--- src/rtl/fsp_pkg.sv ---
// Shared types, constants and the arctangent table of the four-step phase pipeline.
// Depends on nothing; every other file of the block refers to it by scoped names.
`default_nettype none

package fsp_pkg;

	localparam int SAMPLE_W = 8;
	localparam int ANGLE_W = 16;
	localparam int DIFF_W = SAMPLE_W + 1;

	// Angle accumulator: Q30, wide enough for +/-(pi/2 + sum of table) plus rounding.
	localparam int Z_W = 34;
	localparam int Z_FRAC = 30;

	// Guard bits above the signed difference for CORDIC growth (about 1.65 * sqrt 2).
	localparam int XY_GUARD = 3;

	localparam int STAGE_LIMIT = 20;
	localparam int DEF_ANGLE_FRAC_BITS = 13;
	localparam int DEF_CORDIC_STAGES = 14;

	localparam longint PI_Q30 = 64'sd3373259426;
	localparam longint HALF_PI_Q30 = 64'sd1686629713;

	// Items that bypass the CORDIC result.
	typedef enum logic [1:0] {
		SPEC_NONE,
		SPEC_ZERO,
		SPEC_PI
	} spec_t;

	// atan(2^-i) in Q30, truncated.
	function automatic logic signed [Z_W-1:0] atan_q30(input int idx);
		logic signed [Z_W-1:0] v;
		case (idx)
			0:       v = 34'sh3243F6A8;
			1:       v = 34'sh1DAC6705;
			2:       v = 34'sh0FADBAFC;
			3:       v = 34'sh07F56EA6;
			4:       v = 34'sh03FEAB76;
			5:       v = 34'sh01FFD55B;
			6:       v = 34'sh00FFFAAA;
			7:       v = 34'sh007FFF55;
			8:       v = 34'sh003FFFEA;
			9:       v = 34'sh001FFFFD;
			10:      v = 34'sh000FFFFF;
			11:      v = 34'sh0007FFFF;
			12:      v = 34'sh0003FFFF;
			13:      v = 34'sh0001FFFF;
			14:      v = 34'sh0000FFFF;
			15:      v = 34'sh00007FFF;
			16:      v = 34'sh00003FFF;
			17:      v = 34'sh00001FFF;
			18:      v = 34'sh00000FFF;
			19:      v = 34'sh000007FF;
			default: v = '0;
		endcase
		return v;
	endfunction

endpackage

`default_nettype wire

--- src/rtl/fsp_if.sv ---
// Valid/ready channel interfaces of the four-step phase pipeline: pixel items in, phase out.
// Depends on fsp_pkg for the field widths.
`default_nettype none

interface fsp_pixel_if;
	logic                          valid;
	logic                          ready;
	logic [fsp_pkg::SAMPLE_W-1:0]  sample_1;
	logic [fsp_pkg::SAMPLE_W-1:0]  sample_2;
	logic [fsp_pkg::SAMPLE_W-1:0]  sample_3;
	logic [fsp_pkg::SAMPLE_W-1:0]  sample_4;

	modport source (output valid, output sample_1, output sample_2, output sample_3,
		output sample_4, input ready);
	modport sink (input valid, input sample_1, input sample_2, input sample_3,
		input sample_4, output ready);
endinterface

interface fsp_phase_if;
	logic                                valid;
	logic                                ready;
	logic signed [fsp_pkg::ANGLE_W-1:0]  wrapped_angle;

	modport source (output valid, output wrapped_angle, input ready);
	modport sink (input valid, input wrapped_angle, output ready);
endinterface

`default_nettype wire

--- src/rtl/four_step_wrapped_phase_unit.sv ---
// Top level of the four-step wrapped phase pipeline.
// Depends on fsp_pkg, fsp_if, fsp_prerot, fsp_cordic_stage and fsp_round_out.
//
// Usage:
//   pixel: one item per pixel, the four gray samples of the four fringe images.
//   phase: one item per pixel, wrapped_angle = atan2(s4 - s2, s1 - s3) in radians,
//          signed, ANGLE_FRAC_BITS fraction bits, clamped to +/-pi.
//   Both channels are valid/ready; an item moves on a rising edge with both high.
// Pipeline: one pre-rotation stage, one stage per CORDIC iteration (capped at 20)
//   and one rounding/output stage.
// Throughput: one item per cycle while the output is not stalled, set by the
//   single iteration in each stage.
// Stall: each stage holds its item while the next one is full and stalled, and
//   accepts a new item into any empty slot, so bubbles close up; the final stage
//   is the output register, so results are held steady until taken.
// Reset: arst_n clears all valid bits at once; the block is ready as soon as
//   reset is released. No other state is kept.
`default_nettype none

module four_step_wrapped_phase_unit #(
	parameter int ANGLE_FRAC_BITS = fsp_pkg::DEF_ANGLE_FRAC_BITS,
	parameter int CORDIC_STAGES = fsp_pkg::DEF_CORDIC_STAGES
) (
	input wire logic   clk,
	input wire logic   arst_n,
	fsp_pixel_if.sink  pixel,
	fsp_phase_if.source phase
);

	localparam int NUM_STAGES = (CORDIC_STAGES > fsp_pkg::STAGE_LIMIT) ?
		fsp_pkg::STAGE_LIMIT : CORDIC_STAGES;
	localparam int XY_W = NUM_STAGES + fsp_pkg::DIFF_W + fsp_pkg::XY_GUARD;

	// Link k runs from the producer of stage k to its consumer; link 0 leaves the
	// pre-rotation stage, link NUM_STAGES feeds the output stage.
	logic                           valid_w [0:NUM_STAGES];
	logic                           ready_w [0:NUM_STAGES];
	logic signed [XY_W-1:0]         x_w     [0:NUM_STAGES];
	logic signed [XY_W-1:0]         y_w     [0:NUM_STAGES];
	logic signed [fsp_pkg::Z_W-1:0] z_w     [0:NUM_STAGES];
	fsp_pkg::spec_t                 spec_w  [0:NUM_STAGES];

	// Form differences, flag the zero and +pi cases, fold into the right half plane.
	fsp_prerot #(
		.CORDIC_STAGES (CORDIC_STAGES)
	) u_prerot (
		.clk       (clk),
		.arst_n    (arst_n),
		.in_valid  (pixel.valid),
		.in_ready  (pixel.ready),
		.sample_1  (pixel.sample_1),
		.sample_2  (pixel.sample_2),
		.sample_3  (pixel.sample_3),
		.sample_4  (pixel.sample_4),
		.out_valid (valid_w[0]),
		.out_ready (ready_w[0]),
		.out_x     (x_w[0]),
		.out_y     (y_w[0]),
		.out_z     (z_w[0]),
		.out_spec  (spec_w[0])
	);

	// One vectoring iteration per register stage.
	for (genvar k = 0; k < NUM_STAGES; k++) begin : g_cordic
		fsp_cordic_stage #(
			.CORDIC_STAGES (CORDIC_STAGES),
			.IDX           (k)
		) u_stage (
			.clk       (clk),
			.arst_n    (arst_n),
			.in_valid  (valid_w[k]),
			.in_ready  (ready_w[k]),
			.in_x      (x_w[k]),
			.in_y      (y_w[k]),
			.in_z      (z_w[k]),
			.in_spec   (spec_w[k]),
			.out_valid (valid_w[k+1]),
			.out_ready (ready_w[k+1]),
			.out_x     (x_w[k+1]),
			.out_y     (y_w[k+1]),
			.out_z     (z_w[k+1]),
			.out_spec  (spec_w[k+1])
		);
	end

	// Round, clamp and saturate into the output register. The final x and y are
	// the vector magnitude and residue and are not needed.
	fsp_round_out #(
		.ANGLE_FRAC_BITS (ANGLE_FRAC_BITS)
	) u_round_out (
		.clk       (clk),
		.arst_n    (arst_n),
		.in_valid  (valid_w[NUM_STAGES]),
		.in_ready  (ready_w[NUM_STAGES]),
		.in_z      (z_w[NUM_STAGES]),
		.in_spec   (spec_w[NUM_STAGES]),
		.out_valid (phase.valid),
		.out_ready (phase.ready),
		.out_angle (phase.wrapped_angle)
	);

endmodule

`default_nettype wire

--- src/rtl/fsp_prerot.sv ---
// First pipeline stage: sample differences, special-case detection, quarter-turn pre-rotation.
// Depends on fsp_pkg.
`default_nettype none

module fsp_prerot #(
	parameter int CORDIC_STAGES = fsp_pkg::DEF_CORDIC_STAGES,
	localparam int NUM_STAGES = (CORDIC_STAGES > fsp_pkg::STAGE_LIMIT) ?
		fsp_pkg::STAGE_LIMIT : CORDIC_STAGES,
	localparam int XY_W = NUM_STAGES + fsp_pkg::DIFF_W + fsp_pkg::XY_GUARD
) (
	input  wire logic                                clk,
	input  wire logic                                arst_n,
	input  wire logic                                in_valid,
	output logic                                     in_ready,
	input  wire logic [fsp_pkg::SAMPLE_W-1:0]        sample_1,
	input  wire logic [fsp_pkg::SAMPLE_W-1:0]        sample_2,
	input  wire logic [fsp_pkg::SAMPLE_W-1:0]        sample_3,
	input  wire logic [fsp_pkg::SAMPLE_W-1:0]        sample_4,
	output logic                                     out_valid,
	input  wire logic                                out_ready,
	output logic signed [XY_W-1:0]                   out_x,
	output logic signed [XY_W-1:0]                   out_y,
	output logic signed [fsp_pkg::Z_W-1:0]           out_z,
	output fsp_pkg::spec_t                           out_spec
);

	localparam logic signed [fsp_pkg::Z_W-1:0] HALF_PI_Z =
		fsp_pkg::Z_W'(fsp_pkg::HALF_PI_Q30);
	localparam int DIFF_MSB = fsp_pkg::DIFF_W - 1;

	logic signed [fsp_pkg::DIFF_W-1:0] dx;
	logic signed [fsp_pkg::DIFF_W-1:0] dy;
	logic signed [fsp_pkg::DIFF_W-1:0] xv;
	logic signed [fsp_pkg::DIFF_W-1:0] yv;
	logic signed [fsp_pkg::Z_W-1:0]    zv;
	fsp_pkg::spec_t                    spec;

	logic                              valid_s1;
	logic signed [XY_W-1:0]            x_s1;
	logic signed [XY_W-1:0]            y_s1;
	logic signed [fsp_pkg::Z_W-1:0]    z_s1;
	fsp_pkg::spec_t                    spec_s1;

	always_comb begin
		dx = $signed({1'b0, sample_1}) - $signed({1'b0, sample_3});
		dy = $signed({1'b0, sample_4}) - $signed({1'b0, sample_2});
		xv = dx;
		yv = dy;
		zv = '0;
		if (dx == '0 && dy == '0) begin
			spec = fsp_pkg::SPEC_ZERO;
		end else if (dy == '0 && dx[DIFF_MSB]) begin
			spec = fsp_pkg::SPEC_PI;
		end else begin
			spec = fsp_pkg::SPEC_NONE;
		end
		// Rotate the left half plane by a quarter turn into the right half plane.
		if (dx[DIFF_MSB] && !dy[DIFF_MSB]) begin
			xv = dy;
			yv = -dx;
			zv = HALF_PI_Z;
		end else if (dx[DIFF_MSB]) begin
			xv = -dy;
			yv = dx;
			zv = -HALF_PI_Z;
		end
	end

	assign in_ready = !valid_s1 || out_ready;

	always_ff @(posedge clk or negedge arst_n) begin
		if (!arst_n) begin
			valid_s1 <= 1'b0;
		end else if (in_ready) begin
			valid_s1 <= in_valid;
		end
	end

	always_ff @(posedge clk) begin
		if (in_ready && in_valid) begin
			x_s1    <= {{fsp_pkg::XY_GUARD{xv[DIFF_MSB]}}, xv, {NUM_STAGES{1'b0}}};
			y_s1    <= {{fsp_pkg::XY_GUARD{yv[DIFF_MSB]}}, yv, {NUM_STAGES{1'b0}}};
			z_s1    <= zv;
			spec_s1 <= spec;
		end
	end

	assign out_valid = valid_s1;
	assign out_x     = x_s1;
	assign out_y     = y_s1;
	assign out_z     = z_s1;
	assign out_spec  = spec_s1;

endmodule

`default_nettype wire

--- src/rtl/fsp_cordic_stage.sv ---
// One registered CORDIC vectoring iteration with a fixed shift of IDX bits.
// Depends on fsp_pkg for the arctangent table and the accumulator width.
`default_nettype none

module fsp_cordic_stage #(
	parameter int CORDIC_STAGES = fsp_pkg::DEF_CORDIC_STAGES,
	parameter int IDX = 0,
	localparam int NUM_STAGES = (CORDIC_STAGES > fsp_pkg::STAGE_LIMIT) ?
		fsp_pkg::STAGE_LIMIT : CORDIC_STAGES,
	localparam int XY_W = NUM_STAGES + fsp_pkg::DIFF_W + fsp_pkg::XY_GUARD
) (
	input  wire logic                          clk,
	input  wire logic                          arst_n,
	input  wire logic                          in_valid,
	output logic                               in_ready,
	input  wire logic signed [XY_W-1:0]        in_x,
	input  wire logic signed [XY_W-1:0]        in_y,
	input  wire logic signed [fsp_pkg::Z_W-1:0] in_z,
	input  wire fsp_pkg::spec_t                in_spec,
	output logic                               out_valid,
	input  wire logic                          out_ready,
	output logic signed [XY_W-1:0]             out_x,
	output logic signed [XY_W-1:0]             out_y,
	output logic signed [fsp_pkg::Z_W-1:0]     out_z,
	output fsp_pkg::spec_t                     out_spec
);

	localparam logic signed [fsp_pkg::Z_W-1:0] ATAN_I = fsp_pkg::atan_q30(IDX);

	logic signed [XY_W-1:0]         xs;
	logic signed [XY_W-1:0]         ys;
	logic signed [XY_W-1:0]         x_nx;
	logic signed [XY_W-1:0]         y_nx;
	logic signed [fsp_pkg::Z_W-1:0] z_nx;

	logic                           valid_s2;
	logic signed [XY_W-1:0]         x_s2;
	logic signed [XY_W-1:0]         y_s2;
	logic signed [fsp_pkg::Z_W-1:0] z_s2;
	fsp_pkg::spec_t                 spec_s2;

	always_comb begin
		xs = in_x >>> IDX;
		ys = in_y >>> IDX;
		// Rotate toward the x axis: direction follows the sign of y.
		if (!in_y[XY_W-1]) begin
			x_nx = in_x + ys;
			y_nx = in_y - xs;
			z_nx = in_z + ATAN_I;
		end else begin
			x_nx = in_x - ys;
			y_nx = in_y + xs;
			z_nx = in_z - ATAN_I;
		end
	end

	assign in_ready = !valid_s2 || out_ready;

	always_ff @(posedge clk or negedge arst_n) begin
		if (!arst_n) begin
			valid_s2 <= 1'b0;
		end else if (in_ready) begin
			valid_s2 <= in_valid;
		end
	end

	always_ff @(posedge clk) begin
		if (in_ready && in_valid) begin
			x_s2    <= x_nx;
			y_s2    <= y_nx;
			z_s2    <= z_nx;
			spec_s2 <= in_spec;
		end
	end

	assign out_valid = valid_s2;
	assign out_x     = x_s2;
	assign out_y     = y_s2;
	assign out_z     = z_s2;
	assign out_spec  = spec_s2;

endmodule

`default_nettype wire

--- src/rtl/fsp_round_out.sv ---
// Output stage: round the Q30 angle, clamp to +/-pi, saturate to 16 bits, apply special cases.
// Depends on fsp_pkg; its register is the output register of the block.
`default_nettype none

module fsp_round_out #(
	parameter int ANGLE_FRAC_BITS = fsp_pkg::DEF_ANGLE_FRAC_BITS
) (
	input  wire logic                              clk,
	input  wire logic                              arst_n,
	input  wire logic                              in_valid,
	output logic                                   in_ready,
	input  wire logic signed [fsp_pkg::Z_W-1:0]    in_z,
	input  wire fsp_pkg::spec_t                    in_spec,
	output logic                                   out_valid,
	input  wire logic                              out_ready,
	output logic signed [fsp_pkg::ANGLE_W-1:0]     out_angle
);

	localparam int ZS_W = fsp_pkg::Z_W + 1;
	localparam int SHIFT = fsp_pkg::Z_FRAC - ANGLE_FRAC_BITS;
	localparam longint RND = longint'(1) << (SHIFT - 1);
	localparam longint PI_OUT = (fsp_pkg::PI_Q30 + RND) >>> SHIFT;
	localparam logic signed [ZS_W-1:0] RND_S = ZS_W'(RND);
	localparam logic signed [ZS_W-1:0] PI_S = ZS_W'(PI_OUT);
	localparam logic signed [ZS_W-1:0] NEG_PI_S = -PI_S;
	localparam logic signed [ZS_W-1:0] SAT_HI = ZS_W'((longint'(1) << (fsp_pkg::ANGLE_W - 1)) - 1);
	localparam logic signed [ZS_W-1:0] SAT_LO = -SAT_HI - ZS_W'(1);

	logic signed [ZS_W-1:0]             z_rnd;
	logic signed [ZS_W-1:0]             r;
	logic signed [ZS_W-1:0]             lim;
	logic signed [ZS_W-1:0]             sat;

	logic                               valid_s3;
	logic signed [fsp_pkg::ANGLE_W-1:0] angle_s3;

	always_comb begin
		z_rnd = $signed({in_z[fsp_pkg::Z_W-1], in_z}) + RND_S;
		r = z_rnd >>> SHIFT;
		case (in_spec)
			fsp_pkg::SPEC_ZERO: lim = '0;
			fsp_pkg::SPEC_PI:   lim = PI_S;
			default: begin
				if (r > PI_S) begin
					lim = PI_S;
				end else if (r < NEG_PI_S) begin
					lim = NEG_PI_S;
				end else begin
					lim = r;
				end
			end
		endcase
		if (lim > SAT_HI) begin
			sat = SAT_HI;
		end else if (lim < SAT_LO) begin
			sat = SAT_LO;
		end else begin
			sat = lim;
		end
	end

	assign in_ready = !valid_s3 || out_ready;

	always_ff @(posedge clk or negedge arst_n) begin
		if (!arst_n) begin
			valid_s3 <= 1'b0;
		end else if (in_ready) begin
			valid_s3 <= in_valid;
		end
	end

	always_ff @(posedge clk) begin
		if (in_ready && in_valid) begin
			angle_s3 <= sat[fsp_pkg::ANGLE_W-1:0];
		end
	end

	assign out_valid = valid_s3;
	assign out_angle = angle_s3;

endmodule

`default_nettype wire

--- src/flat_wrapper.sv ---
// flat-port wrapper written by rule: the top's interface ports become plain ports
module four_step_wrapped_phase_unit_flat 
#(
	parameter int ANGLE_FRAC_BITS = fsp_pkg::DEF_ANGLE_FRAC_BITS,
	parameter int CORDIC_STAGES = fsp_pkg::DEF_CORDIC_STAGES
)
  (clk, arst_n, pixel_valid, pixel_sample_1, pixel_sample_2, pixel_sample_3, pixel_sample_4, pixel_ready, phase_valid, phase_wrapped_angle, phase_ready);
  fsp_pixel_if pixel_i ();
  fsp_phase_if phase_i ();
  input wire logic clk;
  input wire logic arst_n;
  input wire logic [$bits(pixel_i.valid)-1:0] pixel_valid;
  input wire logic [$bits(pixel_i.sample_1)-1:0] pixel_sample_1;
  input wire logic [$bits(pixel_i.sample_2)-1:0] pixel_sample_2;
  input wire logic [$bits(pixel_i.sample_3)-1:0] pixel_sample_3;
  input wire logic [$bits(pixel_i.sample_4)-1:0] pixel_sample_4;
  output wire logic [$bits(pixel_i.ready)-1:0] pixel_ready;
  output wire logic [$bits(phase_i.valid)-1:0] phase_valid;
  output wire logic [$bits(phase_i.wrapped_angle)-1:0] phase_wrapped_angle;
  input wire logic [$bits(phase_i.ready)-1:0] phase_ready;
  assign pixel_i.valid = pixel_valid;
  assign pixel_i.sample_1 = pixel_sample_1;
  assign pixel_i.sample_2 = pixel_sample_2;
  assign pixel_i.sample_3 = pixel_sample_3;
  assign pixel_i.sample_4 = pixel_sample_4;
  assign pixel_ready = pixel_i.ready;
  assign phase_valid = phase_i.valid;
  assign phase_wrapped_angle = phase_i.wrapped_angle;
  assign phase_i.ready = phase_ready;
  four_step_wrapped_phase_unit #(.ANGLE_FRAC_BITS(ANGLE_FRAC_BITS), .CORDIC_STAGES(CORDIC_STAGES)) u_core (.clk(clk), .arst_n(arst_n), .pixel(pixel_i), .phase(phase_i));
endmodule
--- config.mk ---
export PLATFORM = sky130hd
export DESIGN_NAME = four_step_wrapped_phase_unit_flat
export DESIGN_NICKNAME = d
export VERILOG_FILES = /design/src/rtl/fsp_pkg.sv /design/src/rtl/fsp_if.sv /design/src/rtl/four_step_wrapped_phase_unit.sv /design/src/rtl/fsp_prerot.sv /design/src/rtl/fsp_cordic_stage.sv /design/src/rtl/fsp_round_out.sv /design/src/flat_wrapper.sv
export SDC_FILE = /design/constraint.sdc
export NUM_CORES = 2
export LEC_CHECK = 0
export BUFFER_PORTS_ARGS = -buffer_cell sky130_fd_sc_hd__clkbuf_2
export CORE_ASPECT_RATIO = 0.6
export CORE_MARGIN = 8
export CORE_UTILIZATION = 40
export CTS_CLUSTER_SIZE = 16
export DETAILED_ROUTE_END_ITERATION = 8
export GPL_TIMING_DRIVEN = 0
export SYNTH_ARGS = -nofsm -noshare
export SYNTH_HDL_FRONTEND = slang
export SYNTH_HIERARCHICAL = 1
export SYNTH_SLANG_ARGS = --single-unit
--- constraint.sdc ---
create_clock -name clk -period 4.6 [get_ports clk]
set_input_delay 0.23 -clock clk [delete_from_list [all_inputs] [get_ports clk]]
set_output_delay 0.23 -clock clk [all_outputs]
set_load 0.02 [all_outputs]
==> out/summary.txt <==
TritonRoute pass-1 iters -> 6
Syn Inst Count -> 11400
maximum root-to-sink buffer count -> 4
post-DR wirelength/cell -> 20.2 um
Routed Antenna Nets -> 0
Slowest-stage cell, CP -> or4_1
Overflow after GRT -> 0
# DRC -> 0
skew final -> 0.0617 ns
Top cell by count, worst path -> or3_1
Setup CP Type -> flop to flop
status -> finished, final reports clean
Core Util, Final -> 44.3%
Hold Fails Final Rpt -> 0
CP cell instances -> or4_1 > or3_1 > o31ai_1 > xnor2_1 > ha_1 > a21o_1 > a221o_2 > o21ai_1 > o31a_1 > or3_1 > nand4_1
clk slew on worst S/H paths -> 0.06 ns
Final setup viols -> 0
Tmin final -> 4.54 ns
Slew HR -> 24.7%
Total GRT Usage -> 20.9%
CTS Buf Count -> 139
final worst slack -> 0.0625 ns
Final Max Tran Viols -> 0
period utilization -> 98.6%
Multi-input gate area -> 67500 um2
Die Area -> 280000 um2
CP bufs+invs -> 0
Worst Tran Pin Value -> 1.13 ns
yosys warns -> 6
FF+latch area -> 34600 um2
CTS Sinks -> 1155
DP Worst Slack -> -1.04 ns
fillcell total -> 24900
DP HPWL -> 245 mm
setup TNS -> 0 ns
Fmax -> 220 MHz
cell family with most CP delay -> compound AO/OA/AOI/OAI gates
worst path arrival time -> 4.93 ns
CP max stage delay -> 0.60 ns
Ports -> 54
layout cell share with drive strength beyond 1 -> 6.84%
placed cells -> 14900
Vias -> 89700
TritonCTS clock tree -> done
clock root buffer -> clkbuf_16
Nets -> 12900
routability-driven placement congestion ratio -> 0.940
number of global-route vias before repair -> 83300
chip width -> 678 um
max_cap viols -> 0
initial antenna violation count -> 10
worst hold path class -> input port to flop
vias per cell -> 5.89
I/O Buffers -> 53
first-pass GRT wire length -> 477 mm
Starting Density -> 40.3%
htree depth -> 4
core region area -> 261000 um2
Syn Area/Cell -> 9.23 um2
Post-Syn Area -> 105000 um2
Area Growth Syn to Fin -> 9.97%
Die Ht -> 413 um
largest net degree at the start of global routing -> 72
Routed WL -> 308 mm
required time worst endpoint -> 4.99 ns
Crit. End Element -> flop
CP max FO -> 5
worst-skew pair later-pin latency -> 0.82 ns
Layout Cells excl Fill -> 15200
drt initial violations -> 9527
type of origin of the critical path -> flop
FP Rows -> 145
-- state kept, by name, indices dropped and copies added, names as in the netlist --
name / count
u_core/u_prerot/out_valid: 1
u_core/u_prerot/out_x: 9
u_core/u_round_out/out_angle: 16
u_core/u_round_out/out_valid: 1
u_core/g_cordic.u_stage/out_x: 299
u_core/u_prerot/out_z: 3
u_core/u_prerot/out_spec: 2
u_core/g_cordic.u_stage/out_z: 460
u_core/g_cordic.u_stage/out_valid: 14
u_core/g_cordic.u_stage/out_y: 313
u_core/g_cordic.u_stage/out_spec: 28
u_core/u_prerot/out_y: 9
-- tightest hold or removal path, delay by kind of cell --
| family | cells | cell delay (ns) |
|---|---|---|
| compound gates | 1 | 0.08 |
| fa+ha+maj | 1 | 0.24 |
| buf+inv | 2 | 0.16 |
| simple gates | 1 | 0.08 |
-- metrics by stage --
stage / hold slack, ns / area, um2
after floorplan: -0.0656 / 105000
after global placement: 0.335 / 110000
after detailed placement: 0.343 / 110000
after CTS: 0.0299 / 115000
after global routing: 0.0792 / 116000
final: 0.109 / 116000
-- cell usage in the layout, fill, tap and decap left out, types with 63 or more instances in the layout --
cell,instances
o211ai_1,66
nand4_1,124
o21bai_1,148
and2_1,75
o21ai_1,63
a211oi_1,107
o21a_1,162
a31oi_1,156
a21o_1,464
nand2b_1,152
nor3_1,261
buf_4,103
nor2b_1,139
xnor2_1,837
edfxtp_1,1139
o21ai_0,562
and3_1,125
inv_1,523
clkbuf_1,218
clkbuf_16,145
xor2_1,468
nor2_1,939
a21oi_1,1177
clkbuf_2,78
ha_1,1148
nand3_1,242
nand2_1,708
nor4_1,66
-- per-layer routing --
metal	share of wire, %	global-route usage (%)
met4	1.3	3.16
met1	51	32.8
met3	10	5.45
met2	38	28.6
met5	0	0
-- final cells by class --
class                      count  share of cell area (%)
tap                         3454                    3.74
timing repair inverter         7                  0.0411
inverter                     541                    1.80
sequential                  1155                    29.9
buffer                       350                    1.48
clock inverter                68                   0.670
clock buffer                 163                    3.20
multi-input combinational   9373                    58.4
antenna                        3                 0.00649
timing repair buffer         107                   0.790
-- path summary, 6_finish.rpt --
check / from / to / slack, ns / cells after the start
worst min-delay path: pixel_sample_3[1] / u_core/u_prerot/out_x[15] / 0.11 / 5
min in group asynchronous: arst_n / u_core/g_cordic[8].u_stage/out_valid / 0.58 / 3
worst max register to register: u_core/g_cordic[4].u_stage/out_x[10] / u_core/g_cordic[5].u_stage/out_y[25] / 0.06 / 11
worst min register to register: u_core/g_cordic[10].u_stage/out_spec[0] / u_core/g_cordic[11].u_stage/out_spec[0] / 0.42 / 0
worst max-delay path: u_core/g_cordic[4].u_stage/out_x[10] / u_core/g_cordic[5].u_stage/out_y[25] / 0.06 / 11
max in group asynchronous: arst_n / u_core/g_cordic[10].u_stage/out_valid / 2.81 / 4
-- timing repair --
item                                    in CTS  in global routing
endpoints found under the setup margin     450                128
hold buffers                                 9                  0
buffers inserted                            21                 12
gates resized for setup                     57                 96
hold endpoints to repair                    23                  0
cloned                                       6                  1
pin swaps                                    2                  6
Power is not shown: default switching activity piles up to over one toggle a cycle in this logic, so the estimate is an artifact.
